--- src/design/ialu_pkg.sv ---
`timescale 1ns / 1ps
// ----------------------------------------------------------------------------
// ialu_pkg: opcodes and function codes of the integer ALU
// Encodings of the MIPS-like subset that the execute-stage ALU decodes.
// ----------------------------------------------------------------------------
package ialu_pkg;

	localparam int unsigned DATA_W  = 32;
	localparam int unsigned CODE_W  = 6;
	localparam int unsigned SHAMT_W = 5;
	localparam int unsigned IMM_W   = 16;

	// Primary opcode that selects the function code field.
	localparam logic [CODE_W-1:0] OP_RTYPE = 6'h00;

	// Register-type function codes.
	localparam logic [CODE_W-1:0] FN_SLL   = 6'h00;
	localparam logic [CODE_W-1:0] FN_SRL   = 6'h02;
	localparam logic [CODE_W-1:0] FN_SRA   = 6'h03;
	localparam logic [CODE_W-1:0] FN_MFHI  = 6'h10;
	localparam logic [CODE_W-1:0] FN_MFLO  = 6'h12;
	localparam logic [CODE_W-1:0] FN_MULT  = 6'h18;
	localparam logic [CODE_W-1:0] FN_MULTU = 6'h19;
	localparam logic [CODE_W-1:0] FN_ADD   = 6'h20;
	localparam logic [CODE_W-1:0] FN_ADDU  = 6'h21;
	localparam logic [CODE_W-1:0] FN_SUB   = 6'h22;
	localparam logic [CODE_W-1:0] FN_AND   = 6'h24;
	localparam logic [CODE_W-1:0] FN_OR    = 6'h25;
	localparam logic [CODE_W-1:0] FN_XOR   = 6'h26;
	localparam logic [CODE_W-1:0] FN_NOR   = 6'h27;
	localparam logic [CODE_W-1:0] FN_NAND  = 6'h28;
	localparam logic [CODE_W-1:0] FN_SLT   = 6'h2A;

	// Immediate-type opcodes.
	localparam logic [CODE_W-1:0] OP_ADDI  = 6'h08;
	localparam logic [CODE_W-1:0] OP_ADDIU = 6'h09;
	localparam logic [CODE_W-1:0] OP_SLTI  = 6'h0A;
	localparam logic [CODE_W-1:0] OP_ANDI  = 6'h0C;
	localparam logic [CODE_W-1:0] OP_ORI   = 6'h0D;
	localparam logic [CODE_W-1:0] OP_NORI  = 6'h0E;
	localparam logic [CODE_W-1:0] OP_LUI   = 6'h0F;

	// Loads and stores: the ALU forms the address.
	localparam logic [CODE_W-1:0] OP_LB    = 6'h20;
	localparam logic [CODE_W-1:0] OP_LH    = 6'h21;
	localparam logic [CODE_W-1:0] OP_LW    = 6'h23;
	localparam logic [CODE_W-1:0] OP_LBU   = 6'h24;
	localparam logic [CODE_W-1:0] OP_LHU   = 6'h25;
	localparam logic [CODE_W-1:0] OP_SB    = 6'h28;
	localparam logic [CODE_W-1:0] OP_SH    = 6'h29;
	localparam logic [CODE_W-1:0] OP_SW    = 6'h2B;

endpackage

--- src/design/integer_alu_with_hi_lo.sv ---
`timescale 1ns / 1ps
// ----------------------------------------------------------------------------
// integer_alu_with_hi_lo: execute-stage integer ALU with HI and LO
// Computes arithmetic, logic, shift, compare and address results, runs the
// 32x32 multiplies into HI/LO and flags a multiply that overwrites an unread HI.
//
//   Channel  Signals                  Contents of one word
//   -------  -----------------------  -----------------------------------------
//   input    in_valid / in_stall      opcode, func, operands, shamt, immediate
//   output   out_valid / out_stall    result, writes_result, overflow, hi_overwrite
//
// A word is registered at the input, evaluated in one pass (one adder or one
// 33x33 multiplier) and registered at the output; one word per cycle is sustained
// while out_stall is low. HI, LO and the read flag change when a word moves
// into the output register, so mfhi/mflo right after a multiply see its product.
// Reset clears both valid bits, HI and LO, and marks HI as read. A stalled
// output holds its word; the input stage keeps accepting while it has room.
// ----------------------------------------------------------------------------
module integer_alu_with_hi_lo (
	input  logic               clk,
	input  logic               arst_n,
	// Input channel
	input  logic               in_valid,
	output logic               in_stall,
	input  logic [5:0]         opcode,
	input  logic [5:0]         func,
	input  logic signed [31:0] first_operand,
	input  logic signed [31:0] second_operand,
	input  logic [4:0]         shift_amount,
	input  logic signed [15:0] immediate,
	// Output channel
	output logic               out_valid,
	input  logic               out_stall,
	output logic signed [31:0] result,
	output logic               writes_result,
	output logic               overflow,
	output logic               hi_overwrite
);

	localparam int unsigned DW = ialu_pkg::DATA_W;

	// Input stage registers.
	logic                          valid_s1;
	logic [ialu_pkg::CODE_W-1:0]   opcode_s1;
	logic [ialu_pkg::CODE_W-1:0]   func_s1;
	logic [DW-1:0]                 rs_s1;
	logic [DW-1:0]                 rt_s1;
	logic [ialu_pkg::SHAMT_W-1:0]  shamt_s1;
	logic [ialu_pkg::IMM_W-1:0]    imm_s1;

	// Architectural state.
	logic [DW-1:0] hi_q;
	logic [DW-1:0] lo_q;
	logic          hi_was_read_q;

	// Output stage registers.
	logic          valid_s2;
	logic [DW-1:0] result_s2;
	logic          wr_s2;
	logic          ovf_s2;
	logic          hov_s2;

	// Handshake control.
	logic in_take;
	logic s1_move;

	// Evaluation of the stage-one word.
	logic [DW-1:0]     simm;
	logic [DW-1:0]     zimm;
	logic [DW-1:0]     add_b;
	logic [DW-1:0]     add_sum;
	logic [DW-1:0]     sub_diff;
	logic              add_ovf;
	logic              sub_ovf;
	logic              lt_reg;
	logic              lt_imm;
	logic signed [DW:0]     mul_a;
	logic signed [DW:0]     mul_b;
	logic signed [2*DW+1:0] mul_full;
	logic              is_mult;
	logic              is_signed_mult;
	logic              reads_hilo;
	logic [DW-1:0]     res_c;
	logic              wr_c;
	logic              ovf_c;

	// The stage-one word moves on when the output register is free or drains.
	assign s1_move  = valid_s1 && (!valid_s2 || !out_stall);
	assign in_stall = valid_s1 && !s1_move;
	assign in_take  = in_valid && !in_stall;

	// Input register.
	always_ff @(posedge clk or negedge arst_n) begin
		if (!arst_n) begin
			valid_s1 <= 1'b0;
		end else if (in_take) begin
			valid_s1 <= 1'b1;
		end else if (s1_move) begin
			valid_s1 <= 1'b0;
		end
	end

	always_ff @(posedge clk) begin
		if (in_take) begin
			opcode_s1 <= opcode;
			func_s1   <= func;
			rs_s1     <= first_operand;
			rt_s1     <= second_operand;
			shamt_s1  <= shift_amount;
			imm_s1    <= immediate;
		end
	end

	// Immediate forms, shared adder for add and address, subtractor, compares.
	always_comb begin
		simm     = {{(DW-ialu_pkg::IMM_W){imm_s1[ialu_pkg::IMM_W-1]}}, imm_s1};
		zimm     = {{(DW-ialu_pkg::IMM_W){1'b0}}, imm_s1};
		add_b    = (opcode_s1 == ialu_pkg::OP_RTYPE) ? rt_s1 : simm;
		add_sum  = rs_s1 + add_b;
		add_ovf  = ~(rs_s1[DW-1] ^ add_b[DW-1]) & (rs_s1[DW-1] ^ add_sum[DW-1]);
		sub_diff = rs_s1 - rt_s1;
		sub_ovf  = (rs_s1[DW-1] ^ rt_s1[DW-1]) & (rs_s1[DW-1] ^ sub_diff[DW-1]);
		lt_reg   = $signed(rs_s1) < $signed(rt_s1);
		lt_imm   = $signed(rs_s1) < $signed(simm);
	end

	// Multiplier: operands extended by one bit, signed or unsigned.
	always_comb begin
		is_mult        = (opcode_s1 == ialu_pkg::OP_RTYPE) &&
		                 (func_s1 == ialu_pkg::FN_MULT || func_s1 == ialu_pkg::FN_MULTU);
		is_signed_mult = (func_s1 == ialu_pkg::FN_MULT);
		reads_hilo     = (opcode_s1 == ialu_pkg::OP_RTYPE) &&
		                 (func_s1 == ialu_pkg::FN_MFHI || func_s1 == ialu_pkg::FN_MFLO);
		mul_a          = {is_signed_mult & rs_s1[DW-1], rs_s1};
		mul_b          = {is_signed_mult & rt_s1[DW-1], rt_s1};
		mul_full       = mul_a * mul_b;
	end

	// Result selection by opcode and function code.
	always_comb begin
		res_c = '0;
		wr_c  = 1'b1;
		ovf_c = 1'b0;
		if (opcode_s1 == ialu_pkg::OP_RTYPE) begin
			case (func_s1)
				ialu_pkg::FN_ADD: begin
					res_c = add_sum;
					ovf_c = add_ovf;
				end
				ialu_pkg::FN_ADDU: res_c = add_sum;
				ialu_pkg::FN_SUB: begin
					res_c = sub_diff;
					ovf_c = sub_ovf;
				end
				ialu_pkg::FN_AND:  res_c = rs_s1 & rt_s1;
				ialu_pkg::FN_OR:   res_c = rs_s1 | rt_s1;
				ialu_pkg::FN_XOR:  res_c = rs_s1 ^ rt_s1;
				ialu_pkg::FN_NOR:  res_c = ~(rs_s1 | rt_s1);
				ialu_pkg::FN_NAND: res_c = ~(rs_s1 & rt_s1);
				ialu_pkg::FN_SLT:  res_c = {{(DW-1){1'b0}}, lt_reg};
				ialu_pkg::FN_SLL:  res_c = rt_s1 << shamt_s1;
				ialu_pkg::FN_SRL:  res_c = rt_s1 >> shamt_s1;
				ialu_pkg::FN_SRA:  res_c = DW'($signed(rt_s1) >>> shamt_s1);
				ialu_pkg::FN_MFHI: res_c = hi_q;
				ialu_pkg::FN_MFLO: res_c = lo_q;
				default:           wr_c  = 1'b0;
			endcase
		end else begin
			case (opcode_s1) inside
				ialu_pkg::OP_ADDI, ialu_pkg::OP_LB, ialu_pkg::OP_LH, ialu_pkg::OP_LW,
				ialu_pkg::OP_LBU, ialu_pkg::OP_LHU, ialu_pkg::OP_SB, ialu_pkg::OP_SH,
				ialu_pkg::OP_SW: begin
					res_c = add_sum;
					ovf_c = add_ovf;
				end
				ialu_pkg::OP_ADDIU: res_c = add_sum;
				ialu_pkg::OP_LUI:   res_c = {imm_s1, {(DW-ialu_pkg::IMM_W){1'b0}}};
				ialu_pkg::OP_ANDI:  res_c = rs_s1 & zimm;
				ialu_pkg::OP_ORI:   res_c = rs_s1 | zimm;
				ialu_pkg::OP_NORI:  res_c = ~(rs_s1 | zimm);
				ialu_pkg::OP_SLTI:  res_c = {{(DW-1){1'b0}}, lt_imm};
				default:            wr_c  = 1'b0;
			endcase
		end
	end

	// HI, LO and the read flag change as the word enters the output register.
	always_ff @(posedge clk or negedge arst_n) begin
		if (!arst_n) begin
			hi_q          <= '0;
			lo_q          <= '0;
			hi_was_read_q <= 1'b1;
		end else if (s1_move) begin
			if (is_mult) begin
				hi_q          <= mul_full[2*DW-1:DW];
				lo_q          <= mul_full[DW-1:0];
				hi_was_read_q <= 1'b0;
			end else if (reads_hilo) begin
				hi_was_read_q <= 1'b1;
			end
		end
	end

	// Output register.
	always_ff @(posedge clk or negedge arst_n) begin
		if (!arst_n) begin
			valid_s2 <= 1'b0;
		end else if (s1_move) begin
			valid_s2 <= 1'b1;
		end else if (!out_stall) begin
			valid_s2 <= 1'b0;
		end
	end

	always_ff @(posedge clk) begin
		if (s1_move) begin
			result_s2 <= res_c;
			wr_s2     <= wr_c;
			ovf_s2    <= ovf_c;
			hov_s2    <= is_mult & ~hi_was_read_q;
		end
	end

	assign out_valid     = valid_s2;
	assign result        = result_s2;
	assign writes_result = wr_s2;
	assign overflow      = ovf_s2;
	assign hi_overwrite  = hov_s2;

endmodule

--- config.mk ---
export PLATFORM = sky130hd
export DESIGN_NAME = integer_alu_with_hi_lo
export DESIGN_NICKNAME = d
export VERILOG_FILES = /design/src/design/ialu_pkg.sv /design/src/design/integer_alu_with_hi_lo.sv
export SDC_FILE = /design/constraint.sdc
export NUM_CORES = 2
export LEC_CHECK = 0
export BUFFER_PORTS_ARGS = -buffer_cell sky130_fd_sc_hd__buf_2
export CORE_MARGIN = 4
export CORE_UTILIZATION = 45
export CTS_CLUSTER_SIZE = 25
export DETAILED_ROUTE_END_ITERATION = 12
export PLACE_DENSITY_LB_ADDON = 0.3
export SYNTH_ARGS = -nofsm -noshare
export SYNTH_HDL_FRONTEND = slang
export SYNTH_SLANG_ARGS = --single-unit
--- constraint.sdc ---
create_clock -name clk -period 9.5 [get_ports clk]
set_clock_uncertainty 0.2 [all_clocks]
set_input_delay 1.425 -clock clk [delete_from_list [all_inputs] [get_ports clk]]
set_output_delay 1.425 -clock clk [all_outputs]
set_load 0.02 [all_outputs]
==> metrics.cfg <==
[floorplan]
die_y_um = 358
floorplan.die_area_sq_um = 128000
std_cell_rows = 128
coreArea_sq_um = 122000
die_width_um = 358
io_pins = 138
starting_density_of_the_core = 0.453

[synth]
seq_area_frac_synth = 0.102
synthesis.nets = 7814
yosysWarningCount = 0
synth.top_cell.area_share = 0.408
synthTopCellsByCount = sky130_fd_sc_hd__inv_1 (1225), sky130_fd_sc_hd__fa_1 (1127), sky130_fd_sc_hd__nand2_1 (892), sky130_fd_sc_hd__nor2_1 (560), sky130_fd_sc_hd__ha_1 (400)
synth_edf_count = 132
synth.area.top_cells = sky130_fd_sc_hd__fa_1 (41%), sky130_fd_sc_hd__ha_1 (9.1%), sky130_fd_sc_hd__inv_1 (8.3%), sky130_fd_sc_hd__edfxtp_1 (7.2%), sky130_fd_sc_hd__nand2_1 (6.1%)
seq_cells_post_synth = 199
synth_most_common_cell = sky130_fd_sc_hd__inv_1
synth_area_leader_cell = sky130_fd_sc_hd__fa_1
post_synth_instance_area_sq_um = 55300
avgSynthCellArea_sq_um = 8.93
synth.distinct_cells = 81
proportion_of_synthesized_flip_flops_having_asynchronous_set_or_reset = 0.337
postSynth.topFlopCell = sky130_fd_sc_hd__edfxtp_1
synthCells = 6186

[clock_tree]
cts_hold_repair.buffers = 0
clockRootBuffer = sky130_fd_sc_hd__clkbuf_16
cts_buf_count = 17
cts_tree = done
clkTransAtPathRegs_ps = 100
clock_sink_count = 199
ctsLongestPathBuffers = 2
clock_insertion_delay_worst_skew_ps = 550
cts_htree_levels = 4

[routing]
drt-initial-drc-count = 5773
drtPass1Iterations = 9
routed_via_density = 5.99
wl_per_cell_um = 28.7
routed_wirelength_um = 229000
routed-via-count = 47700
drc = 0
route.antenna.remaining_nets = 0

[timing]
timing.final.setup_violations = 0
setup_total_negative_slack_ps = 0
min_period_over_period = 0.950
timing_worst_slew_pin_value_ps = 1670
timing.max_slew.rel_slack = -0.121
timing_limited_maximum_frequency_ghz = 0.111
grt_setup_unrepaired = no
slew_viol_final = 2
report.final.hold_viol_count = 0
minimum_clock_period_ps = 9020

[setup_path]
crit_type = flip-flop to flip-flop
crit_path_top_delay_cell = sky130_fd_sc_hd__fa_1
critPathMostFrequentCell = sky130_fd_sc_hd__fa_1
cp_data_required_time_ps = 9700
critical_path.endpoint_type = flip-flop
startpoint_type = flip-flop
critical_path.max_fanout = 14
timing.critical_path.slowest_cell_delay_ps = 540
crit_path_arrival_time_ps = 9220

[cells_and_area]
post_layout_util = 0.493
post_layout_nets = 7952
multi_input_area_sq_um = 43600
drive_gt1_frac = 0.0988
seq_area_sq_um = 5640
flow.area_growth_from_synthesis_pct = 8.81
num-fill-cells = 11500

[grt]
globalRouteTotalUtil = 0.364
initial_antenna_violation_count = 22
wire_length_of_the_first_global_routing_pass_um = 337000
grt_remaining_overflow = 0
grt_max_degree = 85
first_global_vias = 49100

[place]
finalWeightedCongestion = 1.07
hpwlAfterDp_um = 185000
port_buffers = 137

[hold_path]
holdCritPathClass = flip-flop to flip-flop

[run_status]
failing_checks = max-capacitance violations, max-slew violations
run_status = finished, violations left

[flow_run]
max_capacitance_violation_count = 1

-- layer usage --
metal	vias to the layer above	part of all wire	GRT usage
met5	-	0.00035	0.00491
met1	24200	0.37	0.474
met4	12	0.078	0.225
met2	3222	0.42	0.527
met3	733	0.13	0.115
li1	19600	-	-
-- worst paths after layout --
check / to / cells after the start / slack (ps) / from
worst max-delay path: hi_q[11]$_DFFE_PN0P_ / 29 / 480 / func_s1[3]$_DFFE_PP_
worst min register to register: lo_q[30]$_DFFE_PN0P_ / 2 / 300 / lo_q[30]$_DFFE_PN0P_
max in group asynchronous: hi_q[28]$_DFFE_PN0P_ / 2 / 7260 / arst_n
worst min-delay path: lo_q[30]$_DFFE_PN0P_ / 2 / 300 / lo_q[30]$_DFFE_PN0P_
min in group asynchronous: lo_q[6]$_DFFE_PN0P_ / 1 / 550 / arst_n
worst max register to register: hi_q[11]$_DFFE_PN0P_ / 29 / 480 / func_s1[3]$_DFFE_PP_
-- final cells by class --
cell class / instances / share of cell area
antenna: 12 / 0.000499
tap: 1625 / 0.0338
inverter: 1246 / 0.0778
multi-input combinational: 4382 / 0.725
clock buffer: 18 / 0.00749
timing repair buffer: 478 / 0.0582
sequential: 199 / 0.0938
clock inverter: 14 / 0.00300
-- stage by stage --
stage                     hold slack [ps]  worst slack (ps)  instance area (sq um)  instances
final                                 299               478                  60100       7974
after floorplan                       240               436                  55300       6186
after detailed placement              270               459                  59500       7930
after CTS                             294               381                  60100       7962
after global placement                263               622                  59500       7930
after global routing                  326              36.3                  60100       7962
-- state kept, by name, summed over array words and instances, names as in the netlist --
signal and count:
func_s1 6, hi_overwrite 1, hi_q 32, hi_was_read_q 1, imm_s1 16, lo_q 32
opcode_s1 6, out_valid 1, overflow 1, result 32, rs_s1 32, rt_s1 32
shamt_s1 5, valid_s1 1, writes_result 1
-- worst max-delay path: cells and delay by family (launching register included) --
kind / cells / cell delay [ps]
AO/OA/AOI/OAI: 4 / 1120
XOR/XNOR: 1 / 280
adder cells (fa/ha/maj): 9 / 4230
buffers and inverters: 7 / 800
flip-flops: 1 / 530
AND/OR/NAND/NOR: 8 / 1680
-- cells in the final DEF (no fill, tap or decap), types with 54 or more instances in the layout --
master / netlist / layout
sky130_fd_sc_hd__a21o_1: 87 / 87
sky130_fd_sc_hd__a21oi_1: 178 / 178
sky130_fd_sc_hd__buf_2: 22 / 136
sky130_fd_sc_hd__buf_4: 1 / 322
sky130_fd_sc_hd__dfrtp_1: 66 / 66
sky130_fd_sc_hd__edfxtp_1: 132 / 132
sky130_fd_sc_hd__fa_1: 1127 / 1127
sky130_fd_sc_hd__ha_1: 400 / 400
sky130_fd_sc_hd__inv_1: 1225 / 1225
sky130_fd_sc_hd__mux2i_1: 87 / 87
sky130_fd_sc_hd__nand2_1: 892 / 891
sky130_fd_sc_hd__nor2_1: 560 / 557
sky130_fd_sc_hd__o21ai_0: 249 / 249
sky130_fd_sc_hd__xnor2_1: 80 / 80
sky130_fd_sc_hd__xor2_1: 54 / 54
-- cells by family (layout without fill, tap and decap cells) --
group,Yosys count,in the layout,share of synthesized area
AO/OA/AOI/OAI,885,885,0.105
buffers and inverters,1605,1756,0.110
multiplexers,168,168,0.0408
XOR/XNOR,134,134,0.0212
flip-flops,199,199,0.102
other,0,12,0
adder cells (fa/ha/maj),1528,1528,0.499
AND/OR/NAND/NOR,1667,1667,0.122
-- what timing repair did --
| action | in CTS | in global routing |
|---|---|---|
| gates resized for setup | 0 | 1 |
| buffers inserted | 0 | 0 |
| setup endpoints to repair | 0 | 11 |
| hold endpoints to repair | 0 | 0 |
Power is left out: the tool's default activity adds up to more than one toggle a clock period on the data nets, which glitch-free logic cannot reach.
